==> src/hdl/fcnp_pkg.sv <==
// fcnp_pkg: shared types and constants for the framed number parser
// no dependencies; imported by every module of the block
`default_nettype none

package fcnp_pkg;

    // defaults for the top-level parameters
    localparam int MAX_FIELD_CHARS_DEF = 16;
    localparam int MAX_FIELDS_DEF      = 16;

    // fixed-point format and fraction parsing
    localparam int FRAC_BITS       = 16;
    localparam int MAX_FRAC_DIGITS = 6;
    localparam int POW10_MAX       = 10 ** MAX_FRAC_DIGITS;
    localparam int FRAC_ACC_W      = $clog2(POW10_MAX);

    // result field widths
    localparam int INT_W = 33;
    localparam int FIX_W = 49;

    // field kind codes
    localparam logic [1:0] KIND_UNSIGNED = 2'd0;
    localparam logic [1:0] KIND_SIGNED   = 2'd1;
    localparam logic [1:0] KIND_FIXED    = 2'd2;

    typedef struct packed {
        logic [7:0] start_char;
        logic [7:0] end_char;
        logic [7:0] separator_char;
    } cfg_t;

    // one result on its way from the parser through the fixed-point conversion
    typedef struct packed {
        logic                  is_frame_end;
        logic [1:0]            kind;
        logic [3:0]            kind_index;
        logic [INT_W-1:0]      int_value;
        logic                  too_long;
        logic                  neg;
        logic [31:0]           int_part;
        logic [FRAC_ACC_W-1:0] frac;
        logic [2:0]            fdig;
    } field_rec_t;

endpackage

`default_nettype wire

==> src/hdl/fcnp_field_parser.sv <==
// fcnp_field_parser: per-byte frame and field parser with a result register
// depends on fcnp_pkg
`default_nettype none

module fcnp_field_parser #(
    parameter int MAX_FIELD_CHARS = fcnp_pkg::MAX_FIELD_CHARS_DEF,
    parameter int MAX_FIELDS      = fcnp_pkg::MAX_FIELDS_DEF
) (
    input  logic                aclk,
    input  logic                aresetn,
    input  fcnp_pkg::cfg_t      cfg,
    input  logic                s_valid,
    output logic                s_ready,
    input  logic [7:0]          s_rx_byte,
    output logic                rec_valid,
    output fcnp_pkg::field_rec_t rec,
    input  logic                rec_ready
);
    import fcnp_pkg::*;

    localparam int CCW   = $clog2(MAX_FIELD_CHARS + 1);
    localparam int LIMIT = (MAX_FIELDS > 16) ? 16 : MAX_FIELDS;
    localparam int KCW   = $clog2(LIMIT + 1);

    localparam logic [1:0] LEAD_NONE  = 2'd0;
    localparam logic [1:0] LEAD_MINUS = 2'd1;
    localparam logic [1:0] LEAD_PLUS  = 2'd2;

    localparam logic [7:0] CH_NUL   = 8'h00;
    localparam logic [7:0] CH_PLUS  = 8'h2B;
    localparam logic [7:0] CH_MINUS = 8'h2D;
    localparam logic [7:0] CH_POINT = 8'h2E;
    localparam logic [7:0] CH_ZERO  = 8'h30;
    localparam logic [7:0] CH_NINE  = 8'h39;

    typedef struct packed {
        logic [CCW-1:0]        char_count;
        logic [1:0]            lead_sign;
        logic                  saw_minus;
        logic                  saw_point;
        logic [31:0]           int_accum;
        logic                  int_stopped;
        logic                  frac_open;
        logic [FRAC_ACC_W-1:0] frac_accum;
        logic [2:0]            frac_digits;
        logic                  frac_stopped;
        logic                  too_long;
    } fld_state_t;

    logic            in_frame_reg, in_frame_next;
    logic            null_seen_reg, null_seen_next;
    fld_state_t      fld_reg, fld_next, fld_took;
    logic [KCW-1:0]  kc_reg [3];
    logic [KCW-1:0]  kc_next [3];
    logic            rec_valid_reg, rec_valid_next;
    field_rec_t      rec_reg, rec_next, field_rec;

    logic            take;
    logic            digit;
    logic [3:0]      dval;
    logic [1:0]      cur_kind;
    logic [KCW-1:0]  cur_count;
    logic            room;
    logic [31:0]     signed_v;

    assign s_ready   = !rec_valid_reg || rec_ready;
    assign take      = s_valid && s_ready;
    assign rec_valid = rec_valid_reg;
    assign rec       = rec_reg;

    assign digit = s_rx_byte inside {[CH_ZERO:CH_NINE]};
    assign dval  = s_rx_byte[3:0];

    // one character into the current field
    always_comb begin
        fld_took = fld_reg;
        if (s_rx_byte == CH_MINUS) begin
            fld_took.saw_minus = 1'b1;
        end
        if (s_rx_byte == CH_POINT) begin
            fld_took.saw_point = 1'b1;
        end
        if (fld_reg.frac_open) begin
            if (!fld_reg.frac_stopped) begin
                if (digit && (fld_reg.frac_digits < 3'(MAX_FRAC_DIGITS))) begin
                    fld_took.frac_accum = FRAC_ACC_W'({fld_reg.frac_accum, 3'b000})
                                        + FRAC_ACC_W'({fld_reg.frac_accum, 1'b0})
                                        + FRAC_ACC_W'(dval);
                    fld_took.frac_digits = fld_reg.frac_digits + 3'd1;
                end else begin
                    fld_took.frac_stopped = 1'b1;
                end
            end
        end else if (!fld_reg.int_stopped) begin
            if ((fld_reg.char_count == '0) &&
                ((s_rx_byte == CH_MINUS) || (s_rx_byte == CH_PLUS))) begin
                fld_took.lead_sign = (s_rx_byte == CH_MINUS) ? LEAD_MINUS : LEAD_PLUS;
            end else if (digit) begin
                // accum * 10 + digit, wrapping at 32 bits
                fld_took.int_accum = 32'({fld_reg.int_accum, 3'b000})
                                   + 32'({fld_reg.int_accum, 1'b0})
                                   + 32'(dval);
            end else begin
                fld_took.int_stopped = 1'b1;
                if (s_rx_byte == CH_POINT) begin
                    fld_took.frac_open = 1'b1;
                end
            end
        end
        fld_took.char_count = CCW'(fld_reg.char_count + 1'b1);
    end

    // result for the field that a separator closes
    always_comb begin
        if (fld_reg.saw_point) begin
            cur_kind = KIND_FIXED;
        end else if (fld_reg.saw_minus) begin
            cur_kind = KIND_SIGNED;
        end else begin
            cur_kind = KIND_UNSIGNED;
        end

        case (cur_kind)
            KIND_UNSIGNED: begin
                cur_count = kc_reg[0];
            end
            KIND_SIGNED: begin
                cur_count = kc_reg[1];
            end
            KIND_FIXED: begin
                cur_count = kc_reg[2];
            end
            default: begin
                cur_count = '0;
            end
        endcase
        room = cur_count < KCW'(LIMIT);

        signed_v = (fld_reg.lead_sign == LEAD_MINUS) ? (32'd0 - fld_reg.int_accum)
                                                      : fld_reg.int_accum;

        field_rec              = '0;
        field_rec.kind         = cur_kind;
        field_rec.kind_index   = 4'(cur_count);
        field_rec.too_long     = fld_reg.too_long;
        case (cur_kind)
            KIND_UNSIGNED: begin
                // a leading sign gives an unsigned field a value of zero
                if (fld_reg.lead_sign == LEAD_NONE) begin
                    field_rec.int_value = {1'b0, fld_reg.int_accum};
                end
            end
            KIND_SIGNED: begin
                field_rec.int_value = {signed_v[31], signed_v};
            end
            KIND_FIXED: begin
                field_rec.neg      = fld_reg.lead_sign == LEAD_MINUS;
                field_rec.int_part = fld_reg.int_accum;
                field_rec.frac     = fld_reg.frac_accum;
                field_rec.fdig     = fld_reg.frac_digits;
            end
            default: begin
                field_rec.kind = KIND_UNSIGNED;
            end
        endcase
    end

    always_comb begin
        fld_next       = fld_reg;
        in_frame_next  = in_frame_reg;
        null_seen_next = null_seen_reg;
        kc_next        = kc_reg;
        rec_next       = rec_reg;
        rec_valid_next = rec_valid_reg && !rec_ready;
        if (take) begin
            if (!in_frame_reg) begin
                if (s_rx_byte == cfg.start_char) begin
                    in_frame_next  = 1'b1;
                    null_seen_next = 1'b0;
                    kc_next        = '{default: '0};
                    fld_next       = '0;
                end
            end else if (s_rx_byte == cfg.end_char) begin
                // an unterminated field is dropped here
                in_frame_next         = 1'b0;
                fld_next              = '0;
                rec_next              = '0;
                rec_next.is_frame_end = 1'b1;
                rec_valid_next        = 1'b1;
            end else if (!null_seen_reg) begin
                if (s_rx_byte == CH_NUL) begin
                    null_seen_next = 1'b1;
                    fld_next       = '0;
                end else if (s_rx_byte == cfg.separator_char) begin
                    fld_next = '0;
                    if (room) begin
                        rec_next       = field_rec;
                        rec_valid_next = 1'b1;
                        case (cur_kind)
                            KIND_UNSIGNED: begin
                                kc_next[0] = KCW'(cur_count + 1'b1);
                            end
                            KIND_SIGNED: begin
                                kc_next[1] = KCW'(cur_count + 1'b1);
                            end
                            KIND_FIXED: begin
                                kc_next[2] = KCW'(cur_count + 1'b1);
                            end
                            default: begin
                                kc_next = kc_reg;
                            end
                        endcase
                    end
                end else if (fld_reg.char_count < CCW'(MAX_FIELD_CHARS)) begin
                    fld_next = fld_took;
                end else begin
                    fld_next.too_long = 1'b1;
                end
            end
        end
    end

    always_ff @(posedge aclk) begin
        if (!aresetn) begin
            in_frame_reg  <= 1'b0;
            null_seen_reg <= 1'b0;
            fld_reg       <= '0;
            kc_reg        <= '{default: '0};
            rec_valid_reg <= 1'b0;
        end else begin
            in_frame_reg  <= in_frame_next;
            null_seen_reg <= null_seen_next;
            fld_reg       <= fld_next;
            kc_reg        <= kc_next;
            rec_valid_reg <= rec_valid_next;
        end
        rec_reg <= rec_next;
    end

`ifndef SYNTHESIS
    // outside a frame the field state is always clear
    a_idle_clear: assert property (@(posedge aclk) disable iff (!aresetn)
        !in_frame_reg |-> (fld_reg.char_count == '0) && !fld_reg.too_long)
        else $error("field state not clear while idle");

    a_unsigned_range: assert property (@(posedge aclk) disable iff (!aresetn)
        rec_valid_reg && !rec_reg.is_frame_end && (rec_reg.kind == KIND_UNSIGNED)
        |-> !rec_reg.int_value[INT_W-1])
        else $error("unsigned field with sign bit set");

    a_count_limit: assert property (@(posedge aclk) disable iff (!aresetn)
        (kc_reg[0] <= KCW'(LIMIT)) && (kc_reg[1] <= KCW'(LIMIT)) && (kc_reg[2] <= KCW'(LIMIT)))
        else $error("per-kind field count beyond limit");
`endif

endmodule

`default_nettype wire

==> src/hdl/fcnp_fixed_conv.sv <==
// fcnp_fixed_conv: pipelined fraction rounding, fixed-point assembly and output register
// depends on fcnp_pkg; takes records from fcnp_field_parser
`default_nettype none

module fcnp_fixed_conv (
    input  logic                                aclk,
    input  logic                                aresetn,
    input  logic                                in_valid,
    output logic                                in_ready,
    input  fcnp_pkg::field_rec_t                in_rec,
    output logic                                m_valid,
    input  logic                                m_ready,
    output logic                                m_is_frame_end,
    output logic [1:0]                          m_field_kind,
    output logic [3:0]                          m_kind_index,
    output logic signed [fcnp_pkg::INT_W-1:0]   m_int_value,
    output logic signed [fcnp_pkg::FIX_W-1:0]   m_fixed_value,
    output logic                                m_field_too_long
);
    import fcnp_pkg::*;

    // frac * 2^FRAC_BITS / 10^d is estimated as frac * floor(2^(FRAC_BITS+S) / 10^d) >> S,
    // which lands on the rounded quotient or one below; a back-multiply picks the right one
    localparam int RECIP_S = FRAC_ACC_W;
    localparam int PRODW   = FRAC_BITS + RECIP_S;
    localparam int RECIP_W = PRODW - 3;
    localparam int QW      = FRAC_BITS + 1;
    localparam int PW      = QW + FRAC_ACC_W;
    localparam int MAGW    = 33 + FRAC_BITS;
    localparam int SATW    = (MAGW > FIX_W) ? MAGW : FIX_W;

    localparam longint unsigned SCALE       = 64'd1 << PRODW;
    localparam longint unsigned RND_HALF    = 64'd1 << (RECIP_S - 1);
    localparam longint unsigned FIX_MIN_MAG = 64'd1 << (FIX_W - 1);
    localparam longint unsigned FIX_MAX     = FIX_MIN_MAG - 64'd1;

    typedef logic [RECIP_W-1:0]    recip_t;
    typedef logic [FRAC_ACC_W-1:0] den_t;

    // indexed by fraction digit count; the last code is unused
    localparam recip_t RECIP_TAB [8] = '{
        recip_t'(0),
        recip_t'(SCALE / 10),
        recip_t'(SCALE / 100),
        recip_t'(SCALE / 1000),
        recip_t'(SCALE / 10000),
        recip_t'(SCALE / 100000),
        recip_t'(SCALE / 1000000),
        recip_t'(0)
    };
    localparam den_t DEN_TAB [8] = '{
        den_t'(1), den_t'(10), den_t'(100), den_t'(1000),
        den_t'(10000), den_t'(100000), den_t'(1000000), den_t'(1)
    };

    logic              b_ready, c_ready, d_ready, e_ready, out_ready;

    logic              b_valid_reg;
    field_rec_t        b_rec_reg;
    logic [PRODW-1:0]  b_prod_reg, prod_next;

    logic              c_valid_reg;
    field_rec_t        c_rec_reg;
    logic [QW-1:0]     c_qest_reg, c_qp1_reg, qest_next, qp1_next;
    logic [PRODW:0]    rnd;

    logic              d_valid_reg;
    field_rec_t        d_rec_reg;
    logic [QW-1:0]     d_q_reg, q_next;
    logic [PW-1:0]     back_prod, nval;

    logic              e_valid_reg;
    field_rec_t        e_rec_reg;
    logic [MAGW-1:0]   e_mag_reg, mag_next;

    logic [SATW-1:0]   mag_ext;
    logic [FIX_W-1:0]  fix_sat;

    logic              m_valid_reg;
    logic              m_is_frame_end_reg;
    logic [1:0]        m_field_kind_reg;
    logic [3:0]        m_kind_index_reg;
    logic [INT_W-1:0]  m_int_value_reg;
    logic [FIX_W-1:0]  m_fixed_value_reg;
    logic              m_field_too_long_reg;

    assign out_ready = !m_valid_reg || m_ready;
    assign e_ready   = !e_valid_reg || out_ready;
    assign d_ready   = !d_valid_reg || e_ready;
    assign c_ready   = !c_valid_reg || d_ready;
    assign b_ready   = !b_valid_reg || c_ready;
    assign in_ready  = b_ready;

    // reciprocal multiply
    assign prod_next = PRODW'(in_rec.frac) * PRODW'(RECIP_TAB[in_rec.fdig]);

    // round to nearest, half up
    assign rnd       = {1'b0, b_prod_reg} + (PRODW + 1)'(RND_HALF);
    assign qest_next = rnd[PRODW:RECIP_S];
    assign qp1_next  = QW'(qest_next + 1'b1);

    // take the higher candidate if it still fits under frac * 2^FRAC_BITS + 10^d / 2
    assign back_prod = PW'(c_qp1_reg) * PW'(DEN_TAB[c_rec_reg.fdig]);
    assign nval      = PW'({c_rec_reg.frac, {FRAC_BITS{1'b0}}})
                     + PW'(DEN_TAB[c_rec_reg.fdig] >> 1);
    assign q_next    = (back_prod <= nval) ? c_qp1_reg : c_qest_reg;

    assign mag_next  = (MAGW'(d_rec_reg.int_part) << FRAC_BITS) + MAGW'(d_q_reg);

    // apply the sign and saturate to the 49-bit range
    always_comb begin
        mag_ext = SATW'(e_mag_reg);
        if (e_rec_reg.neg) begin
            if (mag_ext >= SATW'(FIX_MIN_MAG)) begin
                fix_sat = FIX_W'(FIX_MIN_MAG);
            end else begin
                fix_sat = FIX_W'(0) - FIX_W'(mag_ext);
            end
        end else begin
            if (mag_ext > SATW'(FIX_MAX)) begin
                fix_sat = FIX_W'(FIX_MAX);
            end else begin
                fix_sat = FIX_W'(mag_ext);
            end
        end
    end

    always_ff @(posedge aclk) begin
        if (!aresetn) begin
            b_valid_reg <= 1'b0;
            c_valid_reg <= 1'b0;
            d_valid_reg <= 1'b0;
            e_valid_reg <= 1'b0;
            m_valid_reg <= 1'b0;
        end else begin
            if (b_ready) begin
                b_valid_reg <= in_valid;
            end
            if (c_ready) begin
                c_valid_reg <= b_valid_reg;
            end
            if (d_ready) begin
                d_valid_reg <= c_valid_reg;
            end
            if (e_ready) begin
                e_valid_reg <= d_valid_reg;
            end
            if (out_ready) begin
                m_valid_reg <= e_valid_reg;
            end
        end
        if (b_ready) begin
            b_rec_reg  <= in_rec;
            b_prod_reg <= prod_next;
        end
        if (c_ready) begin
            c_rec_reg  <= b_rec_reg;
            c_qest_reg <= qest_next;
            c_qp1_reg  <= qp1_next;
        end
        if (d_ready) begin
            d_rec_reg <= c_rec_reg;
            d_q_reg   <= q_next;
        end
        if (e_ready) begin
            e_rec_reg <= d_rec_reg;
            e_mag_reg <= mag_next;
        end
        if (out_ready) begin
            m_is_frame_end_reg   <= e_rec_reg.is_frame_end;
            m_field_kind_reg     <= e_rec_reg.kind;
            m_kind_index_reg     <= e_rec_reg.kind_index;
            m_int_value_reg      <= e_rec_reg.int_value;
            m_field_too_long_reg <= e_rec_reg.too_long;
            if (!e_rec_reg.is_frame_end && (e_rec_reg.kind == KIND_FIXED)) begin
                m_fixed_value_reg <= fix_sat;
            end else begin
                m_fixed_value_reg <= '0;
            end
        end
    end

    assign m_valid          = m_valid_reg;
    assign m_is_frame_end   = m_is_frame_end_reg;
    assign m_field_kind     = m_field_kind_reg;
    assign m_kind_index     = m_kind_index_reg;
    assign m_int_value      = m_int_value_reg;
    assign m_fixed_value    = m_fixed_value_reg;
    assign m_field_too_long = m_field_too_long_reg;

`ifndef SYNTHESIS
    a_stall_hold: assert property (@(posedge aclk) disable iff (!aresetn)
        b_valid_reg && !c_ready |=> b_valid_reg && $stable(b_prod_reg))
        else $error("first conversion stage lost data under stall");

    a_quot_range: assert property (@(posedge aclk) disable iff (!aresetn)
        d_valid_reg && (d_rec_reg.kind == KIND_FIXED) |-> d_q_reg <= QW'(1 << FRAC_BITS))
        else $error("rounded fraction out of range");

    a_end_zero: assert property (@(posedge aclk) disable iff (!aresetn)
        m_valid_reg && m_is_frame_end_reg
        |-> (m_field_kind_reg == KIND_UNSIGNED) && (m_int_value_reg == '0)
            && (m_fixed_value_reg == '0) && !m_field_too_long_reg)
        else $error("frame-end beat carries field data");

    a_fixed_only: assert property (@(posedge aclk) disable iff (!aresetn)
        m_valid_reg && (m_field_kind_reg != KIND_FIXED) |-> m_fixed_value_reg == '0)
        else $error("fixed value set on integer beat");
`endif

endmodule

`default_nettype wire

==> src/hdl/framed_csv_number_parser_core.sv <==
// Framed ASCII number parser, top level. Takes one received byte per beat on s_ and gives one
// beat on m_ per separated field up to the per-kind limit and one per frame end. A byte is
// taken every cycle while the result path has room; the field state (digit accumulators, kind
// flags, per-kind counts) is updated once per byte in a single register stage, which sets that
// rate. A result passes one parse stage, then the stages that round the fraction with a
// reciprocal multiply and a back-multiply check, add in the integer part and saturate, before
// it leaves the output register. Configuration registers are written through cfg_we/cfg_index/
// cfg_wdata; the user must write them only while no frame is in progress (not enforced).
// depends on fcnp_pkg, fcnp_field_parser, fcnp_fixed_conv
`default_nettype none

module framed_csv_number_parser_core #(
    parameter int MAX_FIELD_CHARS = fcnp_pkg::MAX_FIELD_CHARS_DEF,
    parameter int MAX_FIELDS      = fcnp_pkg::MAX_FIELDS_DEF
) (
    input  logic                                aclk,
    input  logic                                aresetn,
    input  logic                                cfg_we,
    input  logic [1:0]                          cfg_index,
    input  logic [7:0]                          cfg_wdata,
    input  logic                                s_valid,
    output logic                                s_ready,
    input  logic [7:0]                          s_rx_byte,
    output logic                                m_valid,
    input  logic                                m_ready,
    output logic                                m_is_frame_end,
    output logic [1:0]                          m_field_kind,
    output logic [3:0]                          m_kind_index,
    output logic signed [fcnp_pkg::INT_W-1:0]   m_int_value,
    output logic signed [fcnp_pkg::FIX_W-1:0]   m_fixed_value,
    output logic                                m_field_too_long
);
    import fcnp_pkg::*;

    localparam logic [1:0] REG_START = 2'd0;
    localparam logic [1:0] REG_END   = 2'd1;
    localparam logic [1:0] REG_SEP   = 2'd2;

    localparam logic [7:0] START_RST = 8'h40;
    localparam logic [7:0] END_RST   = 8'h23;
    localparam logic [7:0] SEP_RST   = 8'h2C;

    cfg_t       cfg_reg;
    logic       rec_valid;
    logic       rec_ready;
    field_rec_t rec;

    always_ff @(posedge aclk) begin
        if (!aresetn) begin
            cfg_reg.start_char     <= START_RST;
            cfg_reg.end_char       <= END_RST;
            cfg_reg.separator_char <= SEP_RST;
        end else if (cfg_we) begin
            case (cfg_index)
                REG_START: begin
                    cfg_reg.start_char <= cfg_wdata;
                end
                REG_END: begin
                    cfg_reg.end_char <= cfg_wdata;
                end
                REG_SEP: begin
                    cfg_reg.separator_char <= cfg_wdata;
                end
                default: begin
                    cfg_reg <= cfg_reg;
                end
            endcase
        end
    end

    fcnp_field_parser #(
        .MAX_FIELD_CHARS (MAX_FIELD_CHARS),
        .MAX_FIELDS      (MAX_FIELDS)
    ) u_parser (
        .aclk      (aclk),
        .aresetn   (aresetn),
        .cfg       (cfg_reg),
        .s_valid   (s_valid),
        .s_ready   (s_ready),
        .s_rx_byte (s_rx_byte),
        .rec_valid (rec_valid),
        .rec       (rec),
        .rec_ready (rec_ready)
    );

    fcnp_fixed_conv u_conv (
        .aclk             (aclk),
        .aresetn          (aresetn),
        .in_valid         (rec_valid),
        .in_ready         (rec_ready),
        .in_rec           (rec),
        .m_valid          (m_valid),
        .m_ready          (m_ready),
        .m_is_frame_end   (m_is_frame_end),
        .m_field_kind     (m_field_kind),
        .m_kind_index     (m_kind_index),
        .m_int_value      (m_int_value),
        .m_fixed_value    (m_fixed_value),
        .m_field_too_long (m_field_too_long)
    );

endmodule

`default_nettype wire
==> config.mk <==
export PLATFORM = sky130hd
export DESIGN_NAME = framed_csv_number_parser_core
export DESIGN_NICKNAME = d
export VERILOG_FILES = /design/src/hdl/fcnp_pkg.sv /design/src/hdl/fcnp_field_parser.sv /design/src/hdl/fcnp_fixed_conv.sv /design/src/hdl/framed_csv_number_parser_core.sv
export SDC_FILE = /design/constraint.sdc
export NUM_CORES = 2
export LEC_CHECK = 0
export BUFFER_PORTS_ARGS = -buffer_cell sky130_fd_sc_hd__buf_4
export CAP_MARGIN = 25
export CORE_ASPECT_RATIO = 1.1
export CORE_MARGIN = 5
export CORE_UTILIZATION = 30
export CTS_BUF_LIST = sky130_fd_sc_hd__clkbuf_4 sky130_fd_sc_hd__clkbuf_8 sky130_fd_sc_hd__clkbuf_16
export DETAILED_ROUTE_END_ITERATION = 10
export PLACE_DENSITY = 0.42
export SLEW_MARGIN = 20
export SYNTH_ARGS = -nofsm -noshare
export SYNTH_HDL_FRONTEND = slang
export SYNTH_SLANG_ARGS = --single-unit
==> constraint.sdc <==
create_clock -name aclk -period 14.1 [get_ports aclk]
set_clock_uncertainty 0.1 [all_clocks]
set_input_delay 1.41 -clock aclk [delete_from_list [all_inputs] [get_ports aclk]]
set_output_delay 1.41 -clock aclk [all_outputs]
set_load 0.05 [all_outputs]
==> results.json <==
{
  "post_cts_resized": 0,
  "cp_common_cell": "inv_1",
  "grt_max_degree": 94,
  "via_count": 36100,
  "p_per_area_nw_per_um2": 71.6,
  "stdcell_area_um2": 63200,
  "num_rows": 167,
  "critPathTopFamily": "adder cells",
  "postCtsSetupBuffers": 0,
  "setup_viol": 0,
  "required_ns": 14.45,
  "wirelength_mm": 150,
  "netlist_area_um2": 56600,
  "portBuffers": 114,
  "run_status": "finished clean",
  "async_reset_ff_share_pct": 0,
  "drtAntennaViolNets": 0,
  "synth_cell_types": 81,
  "cts_sinks": 729,
  "grt-ovfl-total": 0,
  "fin_crit_ns": 11.61,
  "die_h_um": 465,
  "drt_pre_antenna_iters": 5,
  "synth-edff-count": 614,
  "initial_core_util_pct": 30.1,
  "io_pins": 115,
  "clock_tree.buffer_depth": 3,
  "tns_ns": 0,
  "finalNetCount": 6340,
  "synth_ff_type": "edfxtp_1",
  "final_util_pct": 33.7,
  "first_global_vias": 39100,
  "gp_congestion": 0.846,
  "fin_crit_sh_pct": 82.3,
  "clk_pin_slew_worst_paths_ns": 0.06,
  "total_power_uw": 4530,
  "leakagePower_uw": 0.0295,
  "critPathBufInv": 7,
  "yosysTopAreaCellShare_pct": 32.6,
  "clkLatencyLatePin_ns": 0.68,
  "seqPwrFrac_pct": 50.9,
  "htreeDepth": 3,
  "yosys_register_bits": 729,
  "p_clk_share_pct": 48.3,
  "tightest_slew_ns": 1.07,
  "cts_tree": "yes",
  "num_antenna_cells": 0,
  "crit_type": "flop to flop",
  "relSlewSlack_pct": 28.2,
  "vdd_drop_max_mv": 0.0829,
  "drive_gt1_share_pct": 7.46,
  "p_int_uw": 3600,
  "remaining_drc_errors": 0,
  "cp-start-kind": "flop",
  "synth_cells": 5196,
  "netSwitchingFraction_pct": 20.4,
  "dpl.hpwl_mm": 113,
  "avgSynthCellArea_um2": 10.9,
  "rsz0062_at_grt": "false",
  "root_buffer": "clkbuf_16",
  "cpMaxStageDelayCell": "o32a_1",
  "crit_path_end_kind": "flop",
  "hold_viol": 0,
  "grt_pass1_wl_mm": 237,
  "nFillCells": 18900,
  "dieArea_um2": 197000,
  "cts_hold_repair.buffers": 0,
  "synth_top_area_cell": "edfxtp_1",
  "seq_area_frac_synth_pct": 36.7,
  "synthToLayoutAreaGrowth_pct": 11.8,
  "cts_buffers": 83,
  "core_um2": 188000,
  "r2r_setup_slack_ns": 2.49,
  "drtIter0Drc": 1624,
  "drv_slew": 0,
  "hold_class": "flop to flop",
  "cp_slowest_stage_delay_ns": 0.78,
  "placed_area_um2": 60400,
  "p_comb_share_pct": 0.8,
  "crit_arrival_ns": 11.95,
  "die_w_um": 424,
  "antenna_found_initial": 3,
  "drv_cap": 0,
  "via_per_inst": 4.63,
  "crit_fanout": 18,
  "grtUsageTotal_pct": 15.4,
  "synth_fp_nets": 6255,
  "p_switching_uw": 926,
  "yosysWarnings": 0,
  "yosys-top-cells-area": "edfxtp_1 33%, fa_1 23%, ha_1 8.6%, inv_1 5.5%, dfxtp_1 4.1%",
  "wl_per_cell_um": 19.3,
  "max_clock_freq_ghz": 0.0862
}
## final timing paths
kind	startpoint	endpoint	depth (start not counted)
setup / recovery	u_conv.c_rec_reg[0]$_DFFE_PP_	u_conv.d_q_reg[14]$_DFFE_PP_	36
hold / removal	u_conv.d_rec_reg[68]$_DFFE_PP_	u_conv.e_rec_reg[68]$_DFFE_PP_	0
setup reg to reg	u_conv.c_rec_reg[0]$_DFFE_PP_	u_conv.d_q_reg[14]$_DFFE_PP_	36
hold reg to reg	u_conv.d_rec_reg[68]$_DFFE_PP_	u_conv.e_rec_reg[68]$_DFFE_PP_	0
## cell type report
| type | count | area (um^2) | area share, % |
|---|---|---|---|
| flip-flops and latches | 729 | 20700 | 32.8 |
| well taps | 2450 | 3070 | 4.85 |
| inverters | 826 | 3110 | 4.92 |
| multi-input cells | 3443 | 32000 | 50.6 |
| clock inverters | 44 | 536 | 0.847 |
| clock buffers | 107 | 2270 | 3.59 |
| repair buffers | 198 | 1490 | 2.35 |
## per-layer routing
layer	vias to the layer above	GRT usage [%]	part of all wire, %
met5	-	0	0.018
met2	552	26.0	48
met3	179	1.71	3.0
met1	18200	21.3	47
li1	17200	-	-
met4	4	3.62	2.2
## cells by family (layout without fill, tap and decap cells)
logic type	Yosys count	after routing	synth area share, %
AO/OA/AOI/OAI	560	560	6.38
adder cells (fa/ha/maj)	1036	1036	31.5
XOR/XNOR	220	220	3.43
multiplexers	71	71	1.30
flip-flops	729	729	36.7
AND/OR/NAND/NOR	1556	1556	13.9
buffers and inverters	1024	1175	6.81
## Yosys cell counts (all sizes together) (37+ instances only)
cell	instances
inv	824
fa	647
edfxtp	614
nand2	488
ha	389
and2	308
nor2	259
clkbuf	189
xnor2	147
a21oi	141
o21ai	134
nor2b	122
dfxtp	115
and3	96
xor2	72
nand3	67
a21o	55
nor3	54
mux2i	50
nand4	37
## power groups by stage
stage | Combinational (uW) | Clock, uW | Sequential, uW
floorplan | 21.7 | 0 | 2350
CTS | 35.7 | 2270 | 2310
global route | 38.7 | 2360 | 2300
finish | 34.7 | 2190 | 2310
global placement | 35.6 | 0 | 2350
detailed placement | 35.7 | 0 | 2350
## stage by stage
stage / hold WS, ns / instances / setup slack (ns)
after floorplan: 0.300 / 5196 / 4.09
after global placement: 0.301 / 7646 / 2.54
after detailed placement: 0.305 / 7646 / 2.47
after CTS: 0.280 / 7797 / 2.43
after global routing: 0.287 / 7797 / 1.95
final: 0.290 / 7797 / 2.49
## cell usage in the layout (no fill, tap or decap), types with 96 or more instances in the layout
master / count
a21oi_1: 141
and2_1: 306
and3_1: 96
buf_4: 198
dfxtp_1: 115
edfxtp_1: 614
fa_1: 647
ha_1: 389
inv_1: 821
nand2_1: 485
nor2_1: 258
nor2b_1: 115
o21ai_0: 127
xnor2_1: 147
No activity file was read; power rests on OpenSTA's default activity.
